[config.mk]
export PLATFORM = sky130hd
export DESIGN_NAME = headset_jack_detect_debounce_flat
export DESIGN_NICKNAME = d
export VERILOG_FILES = /design/src/hw/rtl/hjdd_pkg.sv /design/src/hw/rtl/hjdd_if.sv /design/src/hw/rtl/hjdd_detect.sv /design/src/hw/rtl/hjdd_button.sv /design/src/hw/rtl/headset_jack_detect_debounce.sv /design/src/flat_wrapper.sv
export SDC_FILE = /design/constraint.sdc
export NUM_CORES = 1
export LEC_CHECK = 0
export BUFFER_PORTS_ARGS = -buffer_cell sky130_fd_sc_hd__buf_2
export CAP_MARGIN = 10
export CORE_UTILIZATION = 50
export DETAILED_ROUTE_END_ITERATION = 10
export GPL_TIMING_DRIVEN = 0
export HOLD_SLACK_MARGIN = 0.05
export PLACE_DENSITY = 0.77
export SYNTH_ARGS = -nofsm -noshare
export SYNTH_HDL_FRONTEND = slang
export SYNTH_SLANG_ARGS = --single-unit
[constraint.sdc]
create_clock -name clk -period 7.4 [get_ports clk]
set_input_delay 0 -clock clk [delete_from_list [all_inputs] [get_ports clk]]
set_output_delay 0 -clock clk [all_outputs]
set_load 0.02 [all_outputs]
[src/hw/rtl/hjdd_pkg.sv]
// headset jack detect debounce: shared types, register indexes and reset constants
// no dependencies; used by every other file of the block
`timescale 1ns / 1ps
`default_nettype none

package hjdd_pkg;

  localparam int CFG_W     = 16;
  localparam int CFG_IDX_W = 3;

  // configuration register indexes
  typedef enum logic [CFG_IDX_W-1:0] {
    CFG_DETECT_DELAY      = 3'd0,
    CFG_BUTTON_DELAY      = 3'd1,
    CFG_ARM_DELAY         = 3'd2,
    CFG_DETECT_INS_LEVEL  = 3'd3,
    CFG_BUTTON_DOWN_LEVEL = 3'd4
  } cfg_idx_t;

  // register reset values
  localparam logic [CFG_W-1:0] DETECT_DELAY_RST = 16'd300;
  localparam logic [CFG_W-1:0] BUTTON_DELAY_RST = 16'd120;
  localparam logic [CFG_W-1:0] ARM_DELAY_RST    = 16'd2000;
  localparam logic             DETECT_INS_RST   = 1'b0;
  localparam logic             BUTTON_DOWN_RST  = 1'b1;

  typedef enum logic [1:0] {
    DET_IDLE = 2'd0,
    DET_WAIT = 2'd1,
    DET_HOLD = 2'd2
  } det_phase_t;

  typedef enum logic {
    BTN_IDLE = 1'b0,
    BTN_WAIT = 1'b1
  } btn_phase_t;

  typedef struct packed {
    logic detect_level;
    logic button_level;
  } in_item_t;

  typedef struct packed {
    logic headset_present;
    logic headset_changed;
    logic mic_bias_on;
    logic button_down;
    logic button_changed;
  } out_item_t;

  // what the detect side hands to the button side for the same tick
  typedef struct packed {
    logic presence;       // presence after this tick
    logic changed;        // presence changed this tick
    logic arm_button;     // hold-off over, button re-armed
    logic disarm_button;  // removal, button disarmed
    logic dsample;        // raw detect pin shows inserted
  } det_evt_t;

endpackage

`default_nettype wire

[src/hw/rtl/hjdd_if.sv]
// headset jack detect debounce: valid/ready channel interfaces for tick and result items
// depends on hjdd_pkg
`timescale 1ns / 1ps
`default_nettype none

interface hjdd_in_if;
  logic               valid;
  logic               ready;
  hjdd_pkg::in_item_t item;

  modport source (output valid, output item, input ready);
  modport sink   (input valid, input item, output ready);
endinterface

interface hjdd_out_if;
  logic                valid;
  logic                ready;
  hjdd_pkg::out_item_t item;

  modport source (output valid, output item, input ready);
  modport sink   (input valid, input item, output ready);
endinterface

`default_nettype wire

[src/hw/rtl/hjdd_detect.sv]
// headset jack detect debounce: jack-detect sampler, presence and arm hold-off
// depends on hjdd_pkg
`timescale 1ns / 1ps
`default_nettype none

module hjdd_detect #(
  parameter int TIMER_BITS = 16
) (
  input  wire logic                  clk,
  input  wire logic                  rst_n,
  input  wire logic                  step,
  input  wire logic                  detect_level,
  input  wire logic                  inserted_level,
  input  wire logic [TIMER_BITS-1:0] load_detect,
  input  wire logic [TIMER_BITS-1:0] load_arm,
  output hjdd_pkg::det_evt_t         evt
);

  localparam logic [TIMER_BITS-1:0] T_ONE = TIMER_BITS'(1);

  hjdd_pkg::det_phase_t    phase_r, phase_nxt;
  logic [TIMER_BITS-1:0]   timer_r, timer_nxt;
  logic                    prev_pin_r;
  logic                    first_r, first_nxt;
  logic                    presence_r, presence_nxt;
  logic                    armed_r, armed_nxt;

  logic dedge, dsample, fire;

  assign dedge   = detect_level ^ prev_pin_r;
  assign dsample = (detect_level == inserted_level);
  assign fire    = (timer_r <= T_ONE);

  // next phase
  always_comb begin
    phase_nxt = phase_r;
    case (phase_r)
      hjdd_pkg::DET_WAIT: begin
        if (fire) begin
          if (dsample != first_r) begin
            phase_nxt = hjdd_pkg::DET_WAIT;
          end else if (dsample != presence_r && dsample) begin
            phase_nxt = hjdd_pkg::DET_HOLD;
          end else begin
            phase_nxt = hjdd_pkg::DET_IDLE;
          end
        end
      end
      hjdd_pkg::DET_HOLD: begin
        if (fire) phase_nxt = hjdd_pkg::DET_IDLE;
      end
      hjdd_pkg::DET_IDLE: begin
        phase_nxt = (dedge && armed_r) ? hjdd_pkg::DET_WAIT : hjdd_pkg::DET_IDLE;
      end
      default: begin
        phase_nxt = (dedge && armed_r) ? hjdd_pkg::DET_WAIT : hjdd_pkg::DET_IDLE;
      end
    endcase
  end

  // datapath and events
  always_comb begin
    timer_nxt         = timer_r;
    first_nxt         = first_r;
    presence_nxt      = presence_r;
    armed_nxt         = armed_r;
    evt.changed       = 1'b0;
    evt.arm_button    = 1'b0;
    evt.disarm_button = 1'b0;
    case (phase_r)
      hjdd_pkg::DET_WAIT: begin
        if (!fire) begin
          timer_nxt = timer_r - T_ONE;
        end else if (dsample != first_r) begin
          // mismatch restarts the wait from the new sample
          first_nxt = dsample;
          timer_nxt = load_detect;
        end else if (dsample != presence_r) begin
          presence_nxt = dsample;
          evt.changed  = 1'b1;
          if (dsample) begin
            timer_nxt = load_arm;
          end else begin
            timer_nxt         = '0;
            evt.disarm_button = 1'b1;
            armed_nxt         = 1'b1;
          end
        end else begin
          timer_nxt = '0;
          armed_nxt = 1'b1;
        end
      end
      hjdd_pkg::DET_HOLD: begin
        if (fire) begin
          timer_nxt      = '0;
          armed_nxt      = 1'b1;
          evt.arm_button = 1'b1;
        end else begin
          timer_nxt = timer_r - T_ONE;
        end
      end
      hjdd_pkg::DET_IDLE: begin
        if (dedge && armed_r) begin
          armed_nxt = 1'b0;
          first_nxt = dsample;
          timer_nxt = load_detect;
        end
      end
      default: begin
        if (dedge && armed_r) begin
          armed_nxt = 1'b0;
          first_nxt = dsample;
          timer_nxt = load_detect;
        end
      end
    endcase
    evt.presence = presence_nxt;
    evt.dsample  = dsample;
  end

  always_ff @(posedge clk) begin
    if (!rst_n) begin
      phase_r    <= hjdd_pkg::DET_IDLE;
      timer_r    <= '0;
      prev_pin_r <= ~hjdd_pkg::DETECT_INS_RST;
      first_r    <= 1'b0;
      presence_r <= 1'b0;
      armed_r    <= 1'b1;
    end else if (step) begin
      phase_r    <= phase_nxt;
      timer_r    <= timer_nxt;
      prev_pin_r <= detect_level;
      first_r    <= first_nxt;
      presence_r <= presence_nxt;
      armed_r    <= armed_nxt;
    end
  end

  // hold-off only runs after an insertion
  a_hold_present: assert property (@(posedge clk) disable iff (!rst_n)
    phase_r == hjdd_pkg::DET_HOLD |-> presence_r)
    else $error("detect hold-off without presence");

  // armed exactly while idle
  a_armed_idle: assert property (@(posedge clk) disable iff (!rst_n)
    armed_r == (phase_r == hjdd_pkg::DET_IDLE))
    else $error("detect armed flag out of step with phase");

endmodule

`default_nettype wire

[src/hw/rtl/hjdd_button.sv]
// headset jack detect debounce: button sampler and press/release state
// depends on hjdd_pkg; takes the detect events of the same tick
`timescale 1ns / 1ps
`default_nettype none

module hjdd_button #(
  parameter int TIMER_BITS = 16
) (
  input  wire logic                  clk,
  input  wire logic                  rst_n,
  input  wire logic                  step,
  input  wire logic                  button_level,
  input  wire logic                  down_level,
  input  wire logic [TIMER_BITS-1:0] load_button,
  input  wire hjdd_pkg::det_evt_t    evt,
  output logic                       pressed_nxt,
  output logic                       changed
);

  localparam logic [TIMER_BITS-1:0] T_ONE = TIMER_BITS'(1);

  hjdd_pkg::btn_phase_t  phase_r, phase_nxt;
  logic [TIMER_BITS-1:0] timer_r, timer_nxt;
  logic                  prev_pin_r;
  logic                  first_r, first_nxt;
  logic                  pressed_r;
  logic                  armed_r, armed_nxt;

  logic bedge, bsample, fire, armed_mid, start;

  assign bedge   = button_level ^ prev_pin_r;
  assign bsample = (button_level == down_level);
  assign fire    = (timer_r <= T_ONE);

  // arm state after the detect side has had its say
  assign armed_mid = evt.arm_button ? 1'b1 : (evt.disarm_button ? 1'b0 : armed_r);
  assign start     = bedge && armed_mid && evt.presence;

  always_comb begin
    phase_nxt = phase_r;
    case (phase_r)
      hjdd_pkg::BTN_WAIT: if (fire) phase_nxt = hjdd_pkg::BTN_IDLE;
      hjdd_pkg::BTN_IDLE: phase_nxt = start ? hjdd_pkg::BTN_WAIT : hjdd_pkg::BTN_IDLE;
      default:            phase_nxt = hjdd_pkg::BTN_IDLE;
    endcase
  end

  always_comb begin
    timer_nxt   = timer_r;
    first_nxt   = first_r;
    pressed_nxt = pressed_r;
    armed_nxt   = armed_mid;
    changed     = 1'b0;
    case (phase_r)
      hjdd_pkg::BTN_WAIT: begin
        if (fire) begin
          timer_nxt = '0;
          // second sample only counts while the raw pin still shows a headset
          if (evt.dsample && bsample == first_r && bsample != pressed_r) begin
            pressed_nxt = bsample;
            changed     = 1'b1;
          end
          armed_nxt = evt.presence;
        end else begin
          timer_nxt = timer_r - T_ONE;
        end
      end
      hjdd_pkg::BTN_IDLE: begin
        if (start) begin
          armed_nxt = 1'b0;
          first_nxt = bsample;
          timer_nxt = load_button;
        end
      end
      default: begin
        timer_nxt = '0;
      end
    endcase
  end

  always_ff @(posedge clk) begin
    if (!rst_n) begin
      phase_r    <= hjdd_pkg::BTN_IDLE;
      timer_r    <= '0;
      prev_pin_r <= ~hjdd_pkg::BUTTON_DOWN_RST;
      first_r    <= 1'b0;
      pressed_r  <= 1'b0;
      armed_r    <= 1'b0;
    end else if (step) begin
      phase_r    <= phase_nxt;
      timer_r    <= timer_nxt;
      prev_pin_r <= button_level;
      first_r    <= first_nxt;
      pressed_r  <= pressed_nxt;
      armed_r    <= armed_nxt;
    end
  end

endmodule

`default_nettype wire

[src/hw/rtl/headset_jack_detect_debounce.sv]
// Headset jack detect and button debounce. One item per timer tick carries the raw
// jack-detect and button pin levels; one result item comes back per tick with the
// debounced presence, mic bias enable, button state and change flags. The block takes
// one item per clock when the result side keeps up. An item is caught in an input
// register; once the result slot is free, both debounce machines update and the result
// lands in an output register on the same clock.
// out_ch.ready reaches in_ch.ready through one gate, so the two registers act as a
// two-deep pipeline that stalls as one. The delay registers are clamped to the timer
// width (TIMER_BITS) and a delay of zero counts as one tick. There is no clearing pass
// after reset. Configuration is written through cfg_we/cfg_idx/cfg_wdata; indexes
// outside the register list are dropped.
// depends on hjdd_pkg, hjdd_if, hjdd_detect, hjdd_button
`timescale 1ns / 1ps
`default_nettype none

module headset_jack_detect_debounce #(
  parameter int TIMER_BITS = 16
) (
  input  wire logic                           clk,
  input  wire logic                           rst_n,
  input  wire logic                           cfg_we,
  input  wire logic [hjdd_pkg::CFG_IDX_W-1:0] cfg_idx,
  input  wire logic [hjdd_pkg::CFG_W-1:0]     cfg_wdata,
  hjdd_in_if.sink                             in_ch,
  hjdd_out_if.source                          out_ch
);

  // configuration registers
  logic [hjdd_pkg::CFG_W-1:0] detect_delay_r;
  logic [hjdd_pkg::CFG_W-1:0] button_delay_r;
  logic [hjdd_pkg::CFG_W-1:0] arm_delay_r;
  logic                       detect_ins_r;
  logic                       button_down_r;

  // pipeline registers
  logic                in_v_r;
  hjdd_pkg::in_item_t  in_item_r;
  logic                out_v_r;
  hjdd_pkg::out_item_t out_item_r, out_item_nxt;

  logic out_free, adv, in_take;

  logic [TIMER_BITS-1:0] load_detect, load_button, load_arm;
  hjdd_pkg::det_evt_t    evt;
  logic                  pressed_nxt, btn_changed;

  // clamp a delay register into the timer, zero acting as one tick
  function automatic logic [TIMER_BITS-1:0] load_val(input logic [hjdd_pkg::CFG_W-1:0] d);
    logic [TIMER_BITS+hjdd_pkg::CFG_W-1:0] w;
    logic [TIMER_BITS-1:0]                 v;
    w = {{TIMER_BITS{1'b0}}, d};
    if (w > {{hjdd_pkg::CFG_W{1'b0}}, {TIMER_BITS{1'b1}}}) v = '1;
    else v = w[TIMER_BITS-1:0];
    if (v == '0) v = TIMER_BITS'(1);
    return v;
  endfunction

  assign load_detect = load_val(detect_delay_r);
  assign load_button = load_val(button_delay_r);
  assign load_arm    = load_val(arm_delay_r);

  always_ff @(posedge clk) begin
    if (!rst_n) begin
      detect_delay_r <= hjdd_pkg::DETECT_DELAY_RST;
      button_delay_r <= hjdd_pkg::BUTTON_DELAY_RST;
      arm_delay_r    <= hjdd_pkg::ARM_DELAY_RST;
      detect_ins_r   <= hjdd_pkg::DETECT_INS_RST;
      button_down_r  <= hjdd_pkg::BUTTON_DOWN_RST;
    end else if (cfg_we) begin
      case (cfg_idx)
        hjdd_pkg::CFG_DETECT_DELAY:      detect_delay_r <= cfg_wdata;
        hjdd_pkg::CFG_BUTTON_DELAY:      button_delay_r <= cfg_wdata;
        hjdd_pkg::CFG_ARM_DELAY:         arm_delay_r    <= cfg_wdata;
        hjdd_pkg::CFG_DETECT_INS_LEVEL:  detect_ins_r   <= cfg_wdata[0];
        hjdd_pkg::CFG_BUTTON_DOWN_LEVEL: button_down_r  <= cfg_wdata[0];
        default: ;
      endcase
    end
  end

  // handshake: the tick in the input register moves on when the result slot is free
  assign out_free    = !out_v_r || out_ch.ready;
  assign adv         = in_v_r && out_free;
  assign in_ch.ready = !in_v_r || out_free;
  assign in_take     = in_ch.valid && in_ch.ready;

  always_ff @(posedge clk) begin
    if (!rst_n) begin
      in_v_r  <= 1'b0;
      out_v_r <= 1'b0;
    end else begin
      if (in_take) in_v_r <= 1'b1;
      else if (adv) in_v_r <= 1'b0;
      if (adv) out_v_r <= 1'b1;
      else if (out_ch.ready) out_v_r <= 1'b0;
    end
  end

  always_ff @(posedge clk) begin
    if (in_take) in_item_r <= in_ch.item;
    if (adv) out_item_r <= out_item_nxt;
  end

  // jack detect side, runs first within a tick
  hjdd_detect #(.TIMER_BITS(TIMER_BITS)) u_detect (
    .clk            (clk),
    .rst_n          (rst_n),
    .step           (adv),
    .detect_level   (in_item_r.detect_level),
    .inserted_level (detect_ins_r),
    .load_detect    (load_detect),
    .load_arm       (load_arm),
    .evt            (evt)
  );

  // button side sees the presence and arm changes of the same tick
  hjdd_button #(.TIMER_BITS(TIMER_BITS)) u_button (
    .clk          (clk),
    .rst_n        (rst_n),
    .step         (adv),
    .button_level (in_item_r.button_level),
    .down_level   (button_down_r),
    .load_button  (load_button),
    .evt          (evt),
    .pressed_nxt  (pressed_nxt),
    .changed      (btn_changed)
  );

  always_comb begin
    out_item_nxt.headset_present = evt.presence;
    out_item_nxt.headset_changed = evt.changed;
    out_item_nxt.mic_bias_on     = evt.presence;
    out_item_nxt.button_down     = pressed_nxt;
    out_item_nxt.button_changed  = btn_changed;
  end

  assign out_ch.valid = out_v_r;
  assign out_ch.item  = out_item_r;

  // every processed tick yields a result next cycle
  a_adv_result: assert property (@(posedge clk) disable iff (!rst_n)
    adv |=> out_v_r)
    else $error("processed tick left no result");

  // a blocked tick stays put in the input register
  a_in_hold: assert property (@(posedge clk) disable iff (!rst_n)
    (in_v_r && !out_free) |=> (in_v_r && $stable(in_item_r)))
    else $error("stalled tick lost or changed");

endmodule

`default_nettype wire
[src/flat_wrapper.sv]
// flat-port wrapper written by rule: the top's interface ports become plain ports
module headset_jack_detect_debounce_flat 
#(
  parameter int TIMER_BITS = 16
)
  (clk, rst_n, cfg_we, cfg_idx, cfg_wdata, in_ch_valid, in_ch_item, in_ch_ready, out_ch_valid, out_ch_item, out_ch_ready);
  hjdd_in_if in_ch_i ();
  hjdd_out_if out_ch_i ();
  input  wire logic clk;
  input  wire logic rst_n;
  input  wire logic cfg_we;
  input  wire logic [hjdd_pkg::CFG_IDX_W-1:0] cfg_idx;
  input  wire logic [hjdd_pkg::CFG_W-1:0] cfg_wdata;
  input wire logic [$bits(in_ch_i.valid)-1:0] in_ch_valid;
  input wire logic [$bits(in_ch_i.item)-1:0] in_ch_item;
  output wire logic [$bits(in_ch_i.ready)-1:0] in_ch_ready;
  output wire logic [$bits(out_ch_i.valid)-1:0] out_ch_valid;
  output wire logic [$bits(out_ch_i.item)-1:0] out_ch_item;
  input wire logic [$bits(out_ch_i.ready)-1:0] out_ch_ready;
  assign in_ch_i.valid = in_ch_valid;
  assign in_ch_i.item = in_ch_item;
  assign in_ch_ready = in_ch_i.ready;
  assign out_ch_valid = out_ch_i.valid;
  assign out_ch_item = out_ch_i.item;
  assign out_ch_i.ready = out_ch_ready;
  headset_jack_detect_debounce #(.TIMER_BITS(TIMER_BITS)) u_core (.clk(clk), .rst_n(rst_n), .cfg_we(cfg_we), .cfg_idx(cfg_idx), .cfg_wdata(cfg_wdata), .in_ch(in_ch_i), .out_ch(out_ch_i));
endmodule
==> impl_metrics.json <==
{
  "fin_crit_sh": 0.512,
  "synth_edf_count": 6,
  "fmax_mhz": 264,
  "grt_pass1_wl_um": 23500,
  "fin_tns_setup_ps": 0,
  "max_stage_delay_ps": 700,
  "yosysSeqAreaShare": 0.410,
  "path_clk_slew_ps": 110,
  "post-cts-setup-buffers": 0,
  "crit_path_end_kind": "flip-flop",
  "synth_top_flop_cell": "dfxtp_1",
  "p_per_area_nw_per_um2": 195,
  "start_util": 0.517,
  "p_leak_uw": 0.00213,
  "hpwl_um": 10700,
  "numPortBuffers": 32,
  "syn2layout_area_growth_pct": 15.3,
  "avgSynthCellArea_um2": 7.92,
  "drcViolationCount": 0,
  "synth_area_um2": 5070,
  "gp_congestion": 0.941,
  "drive_above_1_share": 0.0910,
  "synth_top_cell_area_share": 0.375,
  "fin_crit_ps": 3790,
  "slew_headroom": 0.423,
  "syn_nets": 675,
  "ys_warn_count": 0,
  "synth_cell_type_count": 54,
  "status": "completed",
  "worst_pin_slew_ps": 859,
  "diodes": 0,
  "drtIter0Drc": 296,
  "drt_pass1_iterations": 5,
  "die_area_um2": 10600,
  "viasPerCell": 6.00,
  "final-hold-violation-count": 0,
  "fin_util": 0.596,
  "crit_start": "u_core.in_item_r[1]",
  "synth_seq_cells": 101,
  "cts.htree.levels": 3,
  "cp_data_arrival_time_ps": 4110,
  "r2r_setup_slack_ps": 3610,
  "ios": 33,
  "critPathMostFrequentCell": "a21oi_1",
  "rsz0062_at_grt": "false",
  "drv_slew": 0,
  "skew_ps": 13.7,
  "timing.critical_path.cells": "xor2_1, clkinv_1, ha_1, nor3_1, and2_1, clkbuf_1, a221oi_1, a311oi_1, a21oi_1, a21oi_1",
  "final_common_cell": "nand2_1",
  "cp.required_ps": 7720,
  "num_rows": 36,
  "maxCapViolations": 0,
  "clkSinkCount": 101,
  "top_layer": "met4",
  "coreArea_um2": 9820,
  "multiInputGateArea_um2": 2770,
  "cts_tree": "yes",
  "finalNetCount": 743,
  "met1Wirelength_um": 6270,
  "crit_path_end": "u_core.u_detect.timer_r[3]",
  "hp-class": "in2reg",
  "max-vdd-ir-drop_mv": 0.0967,
  "setup_viol": 0,
  "wl_um": 14600,
  "synth.area.top_cells": "dfxtp_1 (37%), nand2_1 (9.1%), a21oi_1 (8.4%)",
  "clock-root-buffer": "clkbuf_8",
  "register_area_um2": 2080,
  "final_cell_mix": "nand2_1 (123), dfxtp_1 (95), a21oi_1 (85)",
  "rr_startpoint": "u_core.in_item_r[1]",
  "syn_inst": 641,
  "timing.rr.end": "u_core.u_detect.timer_r[3]",
  "async_flop_share": 0,
  "crit_fanout": 9,
  "r2r_cells": 10,
  "antenna_found_initial": 0,
  "fillers": 920,
  "grt_max_degree": 21,
  "die_w_um": 103,
  "critPathSlowestCell": "nor3_1",
  "grt_pass1_vias": 4752,
  "numCtsBuffers": 9,
  "worstSetupStartpointType": "flip-flop",
  "clk_latency_ps": 380,
  "ant_nets": 0,
  "clockBufferDepth": 2,
  "grt_overflow": 0,
  "avgRoutedWirePerCell_um": 17.3,
  "crit_type": "reg2reg",
  "grt_usage": 0.293,
  "vias": 5084,
  "chipHeight_um": 103,
  "routed-wl-met3_um": 898,
  "yosys.area.top_type": "dfxtp_1",
  "met2_length_um": 6940
}
## synth_stat cells, drive strengths merged (3+ instances only)
cell,instances
xor2,10
mux2i,3
a211oi,24
ha,8
nand2,123
o21ai,30
or4,3
inv,13
nor3b,4
a221oi,16
nand3,25
dfxtp,95
nor2,45
nor3,17
o211ai,5
nand2b,5
clkinv,3
o22ai,3
xnor2,17
buf,3
clkbuf,35
a21oi,85
a22oi,6
nor4,20
edfxtp,6
and2,4
## registers in the layout, indices dropped and copies added (netlist names), 2 cells and up
signal and cells:
u_core.u_button.timer_r 16, u_core.u_detect.phase_r 2, u_core.button_delay_r 16, u_core.detect_delay_r 16
u_core.arm_delay_r 16, u_core.u_detect.timer_r 16, u_core.out_ch.item 4, u_core.in_item_r 2
## cell type report
type                            count  share of cell area
Clock inverter                      7              0.0130
Multi-Input combinational cell    486               0.474
Clock buffer                        9              0.0212
Sequential cell                   101               0.356
Inverter                           16              0.0103
Tap cell                          133              0.0284
Timing Repair Buffer               57              0.0701
Buffer                             38              0.0276
## layer usage
layer	global-route usage	vias to the layer above
li1	-	2445
met1	0.377	2397
met2	0.477	202
met3	0.0441	40
met4	0.153	0
met5	0	-
## cells by family (layout without fill, tap and decap cells)
group | count (synthesis) | count (layout) | share of synthesized area
adders and majority gates | 8 | 8 | 0.0197
xor gates and xnor gates | 27 | 27 | 0.0466
DFF | 101 | 101 | 0.410
AOI/OAI and AO/OA | 191 | 191 | 0.246
buffers and inverters | 54 | 127 | 0.0436
muxes | 3 | 3 | 0.00592
and+or+nand+nor | 257 | 257 | 0.228
## report_power, final
part           switching, uW  total (uW)  internal, uW
Sequential              19.0         585           566
Clock                    217         350           134
Combinational            128         207          79.0
Total                    363        1140           779
## worst max-delay path, delay by kind of cell (launching register included)
family | cells | cell delay [ps]
fa+ha+maj | 1 | 400
xor+xnor | 1 | 540
buf+inv | 2 | 740
compound gates | 4 | 660
flops | 1 | 460
simple gates | 2 | 930
## what timing repair did
| item | CTS | global route |
|---|---|---|
| gates resized for setup | 0 | 0 |
| hold buffers | 25 | 0 |
| endpoints found under the hold margin | 56 | 0 |
## through the flow
step | hold slack, ps | area [um2] | total power, uW | setup slack [ps] | cells
detailed placement | 178 | 5400 | 787 | 3730 | 806
CTS | 138 | 5850 | 1140 | 3700 | 847
global route | 173 | 5850 | 1190 | 3290 | 847
floorplan | 98.9 | 5070 | 731 | 4490 | 641
finish | 141 | 5850 | 1140 | 3610 | 847
global placement | 178 | 5400 | 785 | 3840 | 806
## worst min path at each step
stage,startpoint,to,slack [ps],cells past startpoint
after floorplan,in_ch_item[0],u_core.in_item_r[0],100,0
after global placement,in_ch_item[0],u_core.in_item_r[0],180,1
after detailed placement,in_ch_item[1],u_core.in_item_r[1],180,1
after CTS,rst_n,u_core.u_button.armed_r,140,5
after global routing,rst_n,u_core.u_button.armed_r,170,5
final,rst_n,u_core.u_button.armed_r,140,5
Power figures use the tool's default switching activity.
